==> config.mk <==
export PLATFORM = sky130hd
export DESIGN_NAME = rc_channel_frame_packer
export DESIGN_NICKNAME = d
export VERILOG_FILES = /design/src/design/rcfp_pkg.sv /design/src/design/rcfp_front.sv /design/src/design/rcfp_queue.sv /design/src/design/rcfp_back.sv /design/src/design/rc_channel_frame_packer.sv
export VERILOG_INCLUDE_DIRS = /design/src /design/src/design
export SDC_FILE = /design/constraint.sdc
export NUM_CORES = 1
export LEC_CHECK = 0
export BUFFER_PORTS_ARGS = -buffer_cell sky130_fd_sc_hd__buf_2
export CAP_MARGIN = 20
export CORE_MARGIN = 2
export CORE_UTILIZATION = 30
export CTS_CLUSTER_DIAMETER = 60
export DETAILED_ROUTE_END_ITERATION = 7
export GPL_TIMING_DRIVEN = 0
export PLACE_DENSITY = 0.54
export SLEW_MARGIN = 20
export SYNTH_ARGS = -nofsm -noshare
export SYNTH_HDL_FRONTEND = slang
export SYNTH_SLANG_ARGS = --single-unit
==> constraint.sdc <==
create_clock -name clk_i -period 3.4 [get_ports clk_i]
set_clock_uncertainty 0.1 [all_clocks]
set_input_delay 0.34 -clock clk_i [delete_from_list [all_inputs] [get_ports clk_i]]
set_output_delay 0.34 -clock clk_i [all_outputs]
set_load 0.02 [all_outputs]
==> src/design/rc_channel_frame_packer_macros.svh <==
// Assertion macros shared by the channel frame packer RTL.
// Include with the bare file name; each macro expands to one concurrent assertion.
`ifndef RC_CHANNEL_FRAME_PACKER_MACROS_SVH
`define RC_CHANNEL_FRAME_PACKER_MACROS_SVH

// Checked on every clock edge outside reset.
`define RCFP_ASSERT(lbl, prop, msg) \
  lbl: assert property (@(posedge clk_i) disable iff (!rst_ni) (prop)) else $error(msg);

// Checked on every clock edge, reset included.
`define RCFP_ASSERT_ALWAYS(lbl, prop, msg) \
  lbl: assert property (@(posedge clk_i) (prop)) else $error(msg);

`endif

==> src/design/rcfp_pkg.sv <==
// Package for the channel frame packer: frame constants, queue entry type, CRC-8 step.
// No dependencies.
package rcfp_pkg;

  localparam int unsigned ChanW  = 11;
  localparam int unsigned AccW   = 18;  // 7 pending bits plus one 11-bit channel
  localparam int unsigned QDepth = 2;

  localparam logic [7:0] SYNC_BYTE = 8'hC8;
  localparam logic [7:0] LEN_BYTE  = 8'd24;
  localparam logic [7:0] TYPE_BYTE = 8'h16;
  localparam logic [7:0] CRC_POLY  = 8'hD5;
  localparam logic [3:0] LAST_SLOT = 4'd15;

  // One classified channel request as handed from front to back
  typedef struct packed {
    logic        first;  // channel 0: frame header goes out first
    logic        last;   // channel 15: CRC byte closes the frame
    logic        two;    // two payload bytes completed, else one
    logic [15:0] bytes;  // payload bytes, first one in the low byte
  } rcfp_entry_t;

  // CRC-8, MSB first, one byte
  function automatic logic [7:0] crc8_update(input logic [7:0] crc, input logic [7:0] data);
    logic [7:0] c;
    c = crc ^ data;
    for (int i = 0; i < 8; i++) begin
      if (c[7]) begin
        c = {c[6:0], 1'b0} ^ CRC_POLY;
      end else begin
        c = {c[6:0], 1'b0};
      end
    end
    return c;
  endfunction

  localparam logic [7:0] TYPE_CRC = crc8_update(8'h00, TYPE_BYTE);

endpackage

==> src/design/rcfp_front.sv <==
// Front end: accepts channel values, packs them LSB-first and classifies each request.
// Depends on rcfp_pkg.
module rcfp_front import rcfp_pkg::*; (
  input  logic              clk_i,
  input  logic              rst_ni,
  input  logic              in_valid_i,
  input  logic [ChanW-1:0]  in_value_i,
  input  logic              q_full_i,
  output logic              in_ready_o,
  output logic              push_o,
  output rcfp_entry_t       entry_o
);

  logic [3:0]      slot_q, slot_d;
  logic [6:0]      pend_q, pend_d;
  logic [2:0]      cnt_q, cnt_d;
  logic [AccW-1:0] acc;
  logic [4:0]      cnt_sum;
  logic            two;
  logic            is_first;
  logic            is_last;

  assign in_ready_o = !q_full_i;
  assign push_o     = in_valid_i && !q_full_i;

  // Append the new channel above the pending bits
  always_comb begin
    is_first = (slot_q == '0);
    is_last  = (slot_q == LAST_SLOT);
    acc      = {{(AccW-7){1'b0}}, pend_q}
             | ({{(AccW-ChanW){1'b0}}, in_value_i} << cnt_q);
    cnt_sum  = {2'b00, cnt_q} + 5'd11;
    two      = cnt_sum[4];
    slot_d   = slot_q + 4'd1;
    cnt_d    = cnt_sum[2:0];
    pend_d   = two ? {5'b0, acc[17:16]} : acc[14:8];
    if (is_last) begin
      pend_d = '0;
      cnt_d  = '0;
    end
    entry_o.first = is_first;
    entry_o.last  = is_last;
    entry_o.two   = two;
    entry_o.bytes = acc[15:0];
  end

  // Packing state
  always_ff @(posedge clk_i or negedge rst_ni) begin
    if (!rst_ni) begin
      slot_q <= '0;
      pend_q <= '0;
      cnt_q  <= '0;
    end else if (push_o) begin
      slot_q <= slot_d;
      pend_q <= pend_d;
      cnt_q  <= cnt_d;
    end
  end

endmodule

==> src/design/rcfp_queue.sv <==
// Short request queue between the front and back ends.
// Depends on rcfp_pkg.
module rcfp_queue import rcfp_pkg::*; (
  input  logic        clk_i,
  input  logic        rst_ni,
  input  logic        push_i,
  input  rcfp_entry_t entry_i,
  input  logic        pop_i,
  output rcfp_entry_t head_o,
  output logic        full_o,
  output logic        empty_o
);

  localparam int unsigned PtrW = $clog2(QDepth);

  rcfp_entry_t           mem_q [QDepth];
  logic [PtrW-1:0]       wptr_q, rptr_q;
  logic [PtrW:0]         count_q;

  assign full_o  = (count_q == (PtrW+1)'(QDepth));
  assign empty_o = (count_q == '0);
  assign head_o  = mem_q[rptr_q];

  // Entry storage
  always_ff @(posedge clk_i) begin
    if (push_i) begin
      mem_q[wptr_q] <= entry_i;
    end
  end

  // Pointers and fill level
  always_ff @(posedge clk_i or negedge rst_ni) begin
    if (!rst_ni) begin
      wptr_q  <= '0;
      rptr_q  <= '0;
      count_q <= '0;
    end else begin
      if (push_i) begin
        wptr_q <= (wptr_q == PtrW'(QDepth - 1)) ? '0 : wptr_q + 1'b1;
      end
      if (pop_i) begin
        rptr_q <= (rptr_q == PtrW'(QDepth - 1)) ? '0 : rptr_q + 1'b1;
      end
      case ({push_i, pop_i})
        2'b10:   count_q <= count_q + 1'b1;
        2'b01:   count_q <= count_q - 1'b1;
        default: count_q <= count_q;
      endcase
    end
  end

endmodule

==> src/design/rcfp_back.sv <==
// Back end: byte sequencer with running CRC-8 and the output register.
// Depends on rcfp_pkg.
module rcfp_back import rcfp_pkg::*; (
  input  logic        clk_i,
  input  logic        rst_ni,
  input  logic        head_valid_i,
  input  rcfp_entry_t head_i,
  output logic        pop_o,
  output logic        out_valid_o,
  input  logic        out_ready_i,
  output logic [7:0]  out_byte_o,
  output logic        run_last_o,
  output logic        frame_end_o
);

  typedef enum logic [2:0] {
    PH_IDLE, PH_SYNC, PH_LEN, PH_TYPE, PH_B0, PH_B1, PH_CRC
  } phase_e;

  phase_e     phase_q, phase_d, phase_eff, phase_nxt;
  logic [7:0] crc_q, crc_d;
  logic       out_valid_q;
  logic [7:0] byte_q, byte_d;
  logic       last_q, end_q, end_d;
  logic       advance;
  logic       done;

  assign advance = head_valid_i && (!out_valid_q || out_ready_i);
  assign pop_o   = advance && done;

  // Pick the byte for the current step of the head request
  always_comb begin
    phase_eff = (phase_q == PH_IDLE) ? (head_i.first ? PH_SYNC : PH_B0) : phase_q;
    phase_nxt = PH_IDLE;
    byte_d    = 8'h00;
    crc_d     = crc_q;
    end_d     = 1'b0;
    done      = 1'b0;
    unique case (phase_eff)
      PH_SYNC: begin
        byte_d    = SYNC_BYTE;
        phase_nxt = PH_LEN;
      end
      PH_LEN: begin
        byte_d    = LEN_BYTE;
        phase_nxt = PH_TYPE;
      end
      PH_TYPE: begin
        byte_d    = TYPE_BYTE;
        crc_d     = TYPE_CRC;
        phase_nxt = PH_B0;
      end
      PH_B0: begin
        byte_d = head_i.bytes[7:0];
        crc_d  = crc8_update(crc_q, byte_d);
        if (head_i.two) begin
          phase_nxt = PH_B1;
        end else if (head_i.last) begin
          phase_nxt = PH_CRC;
        end else begin
          done = 1'b1;
        end
      end
      PH_B1: begin
        byte_d = head_i.bytes[15:8];
        crc_d  = crc8_update(crc_q, byte_d);
        if (head_i.last) begin
          phase_nxt = PH_CRC;
        end else begin
          done = 1'b1;
        end
      end
      PH_CRC: begin
        byte_d = crc_q;
        crc_d  = 8'h00;
        end_d  = 1'b1;
        done   = 1'b1;
      end
      default: begin
        done = 1'b1;
      end
    endcase
    phase_d = done ? PH_IDLE : phase_nxt;
  end

  // Sequencer state, CRC and output register
  always_ff @(posedge clk_i or negedge rst_ni) begin
    if (!rst_ni) begin
      phase_q     <= PH_IDLE;
      crc_q       <= '0;
      out_valid_q <= 1'b0;
      byte_q      <= '0;
      last_q      <= 1'b0;
      end_q       <= 1'b0;
    end else if (advance) begin
      phase_q     <= phase_d;
      crc_q       <= crc_d;
      out_valid_q <= 1'b1;
      byte_q      <= byte_d;
      last_q      <= done;
      end_q       <= end_d;
    end else if (out_ready_i) begin
      out_valid_q <= 1'b0;
    end
  end

  assign out_valid_o = out_valid_q;
  assign out_byte_o  = byte_q;
  assign run_last_o  = last_q;
  assign frame_end_o = end_q;

endmodule

==> src/design/rc_channel_frame_packer.sv <==
// Sixteen-channel RC frame packer: top level tying front end, queue and back end.
// Depends on rcfp_pkg, rcfp_front, rcfp_queue, rcfp_back and the macros header.
//
// Channel values (11 bits, channel 0 first) come in one per request and leave as
// a 26-byte frame: sync 0xC8, length 24, type 0x16, 22 LSB-first payload bytes
// and a CRC-8 (poly 0xD5, init 0, over type and payload) flagged on tuser.
// tlast marks the last byte caused by each channel. The output register sends
// one byte per cycle while m_axis_tready is high and a request is queued; a
// channel yields four bytes for channel 0, three for channel 15 and one or two
// otherwise. A two-entry queue lets the next channels be taken while bytes drain.
`include "rc_channel_frame_packer_macros.svh"

module rc_channel_frame_packer import rcfp_pkg::*; (
  input  logic        clk_i,
  input  logic        rst_ni,
  input  logic        s_axis_tvalid,
  output logic        s_axis_tready,
  input  logic [15:0] s_axis_tdata,   // [10:0] channel_value, [15:11] zero
  output logic        m_axis_tvalid,
  input  logic        m_axis_tready,
  output logic [7:0]  m_axis_tdata,   // [7:0] out_byte
  output logic        m_axis_tlast,   // run_last
  output logic        m_axis_tuser    // frame_end
);

  rcfp_entry_t entry, head;
  logic        push, pop, q_full, q_empty;

  rcfp_front u_front (
    .clk_i      (clk_i),
    .rst_ni     (rst_ni),
    .in_valid_i (s_axis_tvalid),
    .in_value_i (s_axis_tdata[ChanW-1:0]),
    .q_full_i   (q_full),
    .in_ready_o (s_axis_tready),
    .push_o     (push),
    .entry_o    (entry)
  );

  rcfp_queue u_queue (
    .clk_i   (clk_i),
    .rst_ni  (rst_ni),
    .push_i  (push),
    .entry_i (entry),
    .pop_i   (pop),
    .head_o  (head),
    .full_o  (q_full),
    .empty_o (q_empty)
  );

  rcfp_back u_back (
    .clk_i        (clk_i),
    .rst_ni       (rst_ni),
    .head_valid_i (!q_empty),
    .head_i       (head),
    .pop_o        (pop),
    .out_valid_o  (m_axis_tvalid),
    .out_ready_i  (m_axis_tready),
    .out_byte_o   (m_axis_tdata),
    .run_last_o   (m_axis_tlast),
    .frame_end_o  (m_axis_tuser)
  );

  // Checks
  `RCFP_ASSERT(a_crc_closes_run, m_axis_tvalid && m_axis_tuser |-> m_axis_tlast, "CRC byte without tlast")
  `RCFP_ASSERT(a_pop_nonempty, pop |-> !q_empty, "pop from empty queue")
  `RCFP_ASSERT(a_full_stalls_input, q_full |-> !s_axis_tready && !push, "request taken while queue full")
  `RCFP_ASSERT_ALWAYS(a_idle_in_reset, !rst_ni |-> !m_axis_tvalid, "output valid during reset")

endmodule
==> results by group, run 1 <==
Clock tree
  • Clk pin slew, worst setup/hold paths: ~0.060 ns
  • CTS tree: built
  • CTS sink cnt: between 70 and 80
  • Clk_lat worst skew: about 0.35 ns
  • Num CTS Buffers: 9
  • CTS root buf: clkbuf_16
  • CTS H-tree depth: 3
  • Worst-case clock buffer depth: 2

Worst hold path
  • Worst min-delay path category: input pin to flop

Yosys
  • Syn Nets: 422
  • Mapped Cells: 397
  • Synth Cell Area: between 4000 and 5000 sq um
  • Flops & latches, synth: 78
  • Sequential area share after synthesis: between 40 and 50%
  • Syn_area_per_cell: about 11 sq um
  • Async set or reset register ratio after synthesis: around half
  • Post-synth top flop: dfrtp_1
  • Yosys warns: 0
  • Number of flops mapped to enable cells by yosys: 38
  • Synth unique cells: 53

Detailed routing
  • DR WL/cell: 16.1 microns
  • DRT Pass-1 Iters: 4
  • Post-route ant nets: 0
  • Via density: roughly 5
  • Drc violations: 0
  • WL final: about 10,000 microns
  • DR iter-0 viols: 120
  • Via Count: roughly 3,100

Place
  • Global placement routability congestion: ~0.82
  • HPWL after DPL: between 7000 and 8000 microns
  • Buffers on Ports: 26

Run status
  • Status: finished, final reports clean

Worst setup path
  • R2R cell count: 9
  • Reg2reg start: u_front.cnt_q[1]
  • FF-to-FF End: u_front.pend_q[0]
  • End point of the critical path: u_front.pend_q[0]
  • Crit start category: flop
  • R2R Setup Slk: slightly below 0.7 ns
  • Crit. End Element: flop
  • WS Path Type: flop to flop
  • Worst endpoint data arrival time: between 2 and 3 ns
  • Worst-path maximum fanout: 10
  • Required @ worst endpoint: 3.53 ns
  • Crit path launch: u_front.cnt_q[1]

Floorplanning
  • Core Area: 14,500 sq um
  • Die H: 126 microns
  • Die width: around 130 microns
  • Die ar.: between 15,000 and 20,000 sq um
  • I/O pin total: 32
  • FP Rows: 44
  • Initial core utilization: between 30% and 40%

Global route
  • GR Overflow Total: 0
  • Global-route wire length before repair: between 15,000 and 20,000 microns
  • Pin count of the biggest net entering global routing: slightly above 40
  • All-Layer GR Usage: between 10% and 20%
  • Number of global-route vias before repair: 3,127
  • Initial antenna violation count: 0

STA
  • WHS: a little over 0.2 ns
  • Unrepaired setup endpoints after global routing: no
  • Crit path time final: approximately 2.7 ns
  • Hold Fails Final Rpt: 0
  • Final Max Slew Viols: 0
  • Slew @ Worst Pin: roughly 0.87 ns
  • Setup violators final: 0
  • F_max: around 370 MHz
  • Period utilization: between 80% and 90%
  • Rel. slew slack: 41.6%

Cells and area
  • Area grow syn2layout: 15.6%
  • Layout cells sized above 1: between 10% and 20%
  • Fill cells: around 1,500
  • N_diodes: 0
  • Nets@finish: 462

Job
  • # Max-Cap Violations: 0
[synthesized netlist by cell type, types with 2 or more instances]
cell type	count	share of area [%]
o22ai_1	3	0.42
edfxtp_1	38	26
mux2i_1	24	5.4
nor3_1	6	0.67
and3_1	2	0.28
a21o_1	4	0.67
xnor2_2	4	1.5
a31oi_1	4	0.56
mux2_2	5	1.3
xor2_1	9	1.8
o21bai_1	2	0.34
nand2b_1	4	0.56
o21ai_0	14	1.6
xnor2_1	47	9.2
buf_2	3	0.34
o221ai_1	8	1.6
dfrtp_1	40	22
nor2_1	31	2.6
o32a_1	2	0.45
and2_1	5	0.70
a22o_1	10	2.0
a221o_1	2	0.45
o31ai_1	2	0.34
a32o_1	6	1.3
inv_1	13	1.1
mux4_2	5	2.5
nand2_1	41	3.4
xnor3_1	4	2.0
buf_6	2	0.50
clkbuf_1	19	1.6
nand4_1	2	0.28
o211ai_1	2	0.34
a21oi_1	10	1.1
ha_1	5	1.4
[worst max-delay path, stage by stage (launching register included)]
cell	delay, ns
dfrtp_1	0.33
clkbuf_1	0.28
clkbuf_1	0.40
inv_1	0.24
ha_1	0.23
inv_1	0.05
ha_1	0.21
clkinv_1	0.27
a22o_1	0.30
a22o_1	0.19
[layer usage]
layer  vias up  share of wire, %  global-route usage (%)
met3         8               3.8                    2.29
met5         -                 0                       0
li1       1502                 -                       -
met2        59                47                    21.3
met1      1488                48                    18.4
met4         0               1.4                    4.91
[cells by family after synthesis]
group,Yosys count,synth area share (%)
flops,78,47.9
simple gates,98,9.63
buf+inv,39,3.78
mux,36,9.96
compound gates,76,12.3
xor+xnor,65,15.0
fa+ha+maj,5,1.40
[sequential cells by signal, summed over array words and instances (netlist names)]
name                flops
u_front.slot_q          4
u_back.phase_q          3
u_back.crc_q            8
u_queue.mem_q          38
u_front.pend_q          7
u_queue.rptr_q          1
u_back.out_valid_o      1
u_queue.count_q         2
u_back.run_last_o       1
u_queue.wptr_q          1
u_front.cnt_q           3
u_back.out_byte_o       8
u_back.frame_end_o      1
[stage by stage]
stage               TNS, ns  worst slack (ns)  instance area, sq um  utilization, %  std cells
CTS                       0             0.673                  5150            35.5        625
detailed placement        0             0.696                  4860            33.4        609
floorplan                 0             0.544                  4470               -        397
global route              0             0.485                  5170            35.5        626
global placement      -2.93           -0.0806                  4830            33.2        607
finish                    0             0.678                  5170            35.5        626
[area by class of cell]
type	instances	area [sq um]	share of cell area (%)
repair buffers	29	165	3.20
clock buffers	9	225	4.36
flip-flops and latches	78	2140	41.5
inverters	14	52.6	1.02
well taps	184	230	4.46
clock inverters	7	70.1	1.36
plain buffers	25	116	2.25
multi-input cells	280	2160	41.9
[how the worst min path moves through the flow]
stage                          from                    to  slack, ns  depth (start not counted)
5_1_grt               m_axis_tready    u_back.out_valid_o       0.22                          3
4_1_cts                      rst_ni       u_back.crc_q[2]       0.09                          1
3_5_place_dp   u_back.out_byte_o[3]  u_back.out_byte_o[3]       0.35                          2
2_1_floorplan                rst_ni       u_back.crc_q[0]      -0.06                          0
6_report              m_axis_tready    u_back.out_valid_o       0.21                          3
3_3_place_gp   u_back.out_byte_o[3]  u_back.out_byte_o[3]       0.35                          2
[layout by cell type (no fill, tap or decap), types with 5 or more instances in the layout]
cell | netlist | final
mux2i_1 | 24 | 24
a22o_1 | 10 | 10
nor2_1 | 31 | 29
inv_1 | 13 | 13
a21oi_1 | 10 | 10
mux4_2 | 5 | 5
buf_2 | 3 | 28
nor3_1 | 6 | 6
edfxtp_1 | 38 | 38
nand2_1 | 41 | 41
and2_1 | 5 | 5
dfrtp_1 | 40 | 40
a32o_1 | 6 | 6
clkbuf_1 | 19 | 19
xnor2_1 | 47 | 47
clkbuf_16 | 0 | 9
o21ai_0 | 14 | 14
o221ai_1 | 8 | 8
xor2_1 | 9 | 9
mux2_2 | 5 | 5
ha_1 | 5 | 5
[what timing repair did]
item                      4_1_cts  5_1_grt
buffers inserted                0        0
resized for setup               0        0
hold endpoints to repair        0       40
hold buffers                    0        1
Power of run 1 is left out: the tool's default activity adds up to more than one toggle a clock period on the data nets, which glitch-free logic cannot reach.
==> inputs of run 2 (changes only) <==
- clock period: 3.4 -> 2.55 ns (I/O delays scaled with it)
==> run 2 against run 1 <==
Against the previous run:
- critical path depth down 1
- first-iteration DRC count grew 5.0%
- die area unchanged
- count of clock-buffer cells in the layout stayed put
- global-route usage is essentially flat
- maximum frequency up 7.2%
- worst setup slack got worse by 0.67 ns
- final cell count shrank 0.16%
- hold slack worse by 0.087 ns
==> results by group, run 2 (same netlist as run 1, synthesis figures left out) <==
STA
  • Final Max Slew Viols: 0 (unchanged)
  • Setup violators final: 0 (unchanged)
  • F_max: 394 MHz (+7.2%)
  • Unrepaired setup endpoints after global routing: yes
  • Rel. slew slack: 41.1% (-0.50 points)
  • Slew @ Worst Pin: 0.879 ns (+0.00744 ns)
  • Crit path time final: 2.54 ns (-0.182 ns)
  • Worst Setup Slack, final: 0.00957 ns (-0.668 ns)
  • Hold Fails Final Rpt: 0 (unchanged)
  • Period utilization: 99.6% (+20 points)

Detailed routing
  • DR WL/cell: 16.1 microns (+0.39%)
  • Post-route ant nets: 0 (unchanged)
  • Drc violations: 0 (unchanged)
  • DRT Pass-1 Iters: 6 (+2)
  • DR iter-0 viols: 126 (+5.0%)
  • Via density: 4.91 (+0.59%)
  • WL final: 10,100 microns (+0.23%)
  • Via Count: 3,070 (+0.43%)

Floorplanning
  • Die H: 126 microns (unchanged)
  • I/O pin total: 32 (unchanged)
  • Core Area: 14,500 sq um (unchanged)
  • Die ar.: 15,900 sq um (unchanged)
  • Die width: 126 microns (unchanged)
  • Initial core utilization: 30.8% (unchanged)
  • FP Rows: 44 (unchanged)

Cells and area
  • Max FFs per register: 38 (unchanged)
  • Nets@finish: 461 (-0.22%)
  • Largest Register: u_queue.mem_q
  • Final core occ: 36.4% (+0.85 points)
  • N_diodes: 0 (unchanged)
  • Commonest non-fill, non-tap cell in the layout: xnor2_1
  • Area grow syn2layout: 18.3%
  • Final cell count without fillers: 625 (-0.16%)
  • Most frequent cells in the layout: xnor2_1 (44), nand2_1 (41), dfrtp_1 (40)
  • Layout Cell Area excl Fill: 5290 sq um (+2.4%)
  • Layout cells sized above 1: 20.6% (+4.6 points)

Worst setup path
  • Worst-path cell chain: buf_6 -> mux2i_1 -> xnor2_2 -> xnor3_2 -> xnor3_1 -> xnor2_1 -> nor2_1 -> o32a_1
  • Crit start category: flop
  • WS Path Type: flop to flop
  • Reg2reg start: u_queue.rptr_q
  • Worst endpoint data arrival time: 2.66 ns (-0.19 ns)
  • Buf/Inv on CP: 1 (-4)
  • Crit. End Element: flop
  • CP max-delay cell: xnor3_1
  • Worst-path maximum fanout: 5 (-5)
  • Top delay family on crit path: XOR/XNOR gates
  • Slowest cell delay on critical path: 0.44 ns (+0.04 ns)
  • Required @ worst endpoint: 2.67 ns (-0.86 ns)
  • Crit path launch: u_queue.rptr_q

Global route
  • Met1 GRT Util: 18.4% (about the same)
  • Pin count of the biggest net entering global routing: 41 (unchanged)
  • Global-route wire length before repair: 16,700 microns (+0.16%)
  • Number of global-route vias before repair: 3,125 (-0.064%)
  • All-Layer GR Usage: 13.4% (+0.022 points)
  • Global Route met2 Usage: 21.3% (+0.063 points)
  • Initial antenna violation count: 0 (unchanged)
  • GR Overflow Total: 0 (unchanged)
  • GR peak layer: met2
  • Met3 Use GR: 2.29% (unchanged)

Clock tree
  • Worst-case clock buffer depth: 2 (unchanged)
  • Clk_lat worst skew: 0.34 ns (about the same)
  • CTS root buf: clkbuf_16
  • CTS tree: built
  • Clk pin slew, worst setup/hold paths: 0.06 ns (about the same)
  • CTS H-tree depth: 3 (unchanged)
  • Num CTS Buffers: 9 (unchanged)
  • CTS sink cnt: 78 (unchanged)

Place
  • Global placement routability congestion: 0.823 (unchanged)
  • HPWL after DPL: 7480 microns (unchanged)
  • Post-Place Setup Slack: -0.154 ns (-0.850 ns)
  • Cells after DPL: 609 (unchanged)
  • Buffers on Ports: 26 (unchanged)
  • Placed cell area: 4860 sq um (unchanged)

Worst hold path
  • Min-delay src: m_axis_tready
  • Worst min-delay path category: input pin to flop

Run status
  • Status: finished, final reports clean

Job
  • # Max-Cap Violations: 0 (unchanged)
## run 2: worst register-to-register path, delay by kind of cell, from the launching register on
family | cells | cell delay (ns)
AOI/OAI and AO/OA | 1 | 0.28
xor gates and xnor gates | 4 | 1.16
buffers and inverters | 1 | 0.13
DFF | 1 | 0.34
muxes | 1 | 0.33
and+or+nand+nor | 1 | 0.05
## run 2: layout make-up
class                           count  area (sq um)
Buffer                             22           116
Clock buffer                        9           225
Clock inverter                      7          70.1
Fill cell                        1459          9240
Inverter                           14          52.6
Multi-Input combinational cell    280          2270
Sequential cell                    78          2140
Tap cell                          184           230
Timing Repair Buffer               31           180
## run 2: per-stage QoR
step | TNS (ns) | hold slack [ns]
after floorplan | -11.63 | -0.141
after global placement | -35.46 | 0.350
after detailed placement | -4.74 | 0.355
after CTS | 0 | 0.00364
after global routing | -0.192 | 0.139
final | 0 | 0.120
## run 2: per-layer routing
| layer | wire [microns] | part of all wire [%] |
|---|---|---|
| met4 | 148 | 1.5 |
| met1 | 4790 | 47 |
| met2 | 4780 | 47 |
| met3 | 378 | 3.7 |
| met5 | 0 | 0 |
## run 2: final timing paths
kind / end / slack (ns) / cells after the start
worst max-delay path: u_back.crc_q[7] / 0.01 / 8
worst min-delay path: u_back.out_valid_o / 0.12 / 3
worst max register to register: u_back.crc_q[7] / 0.01 / 8
worst min register to register: u_back.out_byte_o[3] / 0.36 / 2
max in group asynchronous: u_front.pend_q[3] / 1.60 / 2
min in group asynchronous: u_back.frame_end_o / 0.35 / 2
## run 2: repair_timing
action / CTS / global route
cloned: 0 / 0
pin swaps: 0 / 0
hold endpoints to repair: 0 / 40
resized for setup: 11 / 17
hold buffers: 0 / 1
endpoints found under the setup margin: 38 / 39
buffers inserted: 0 / 2
Power of run 2 is left out for the same reason.
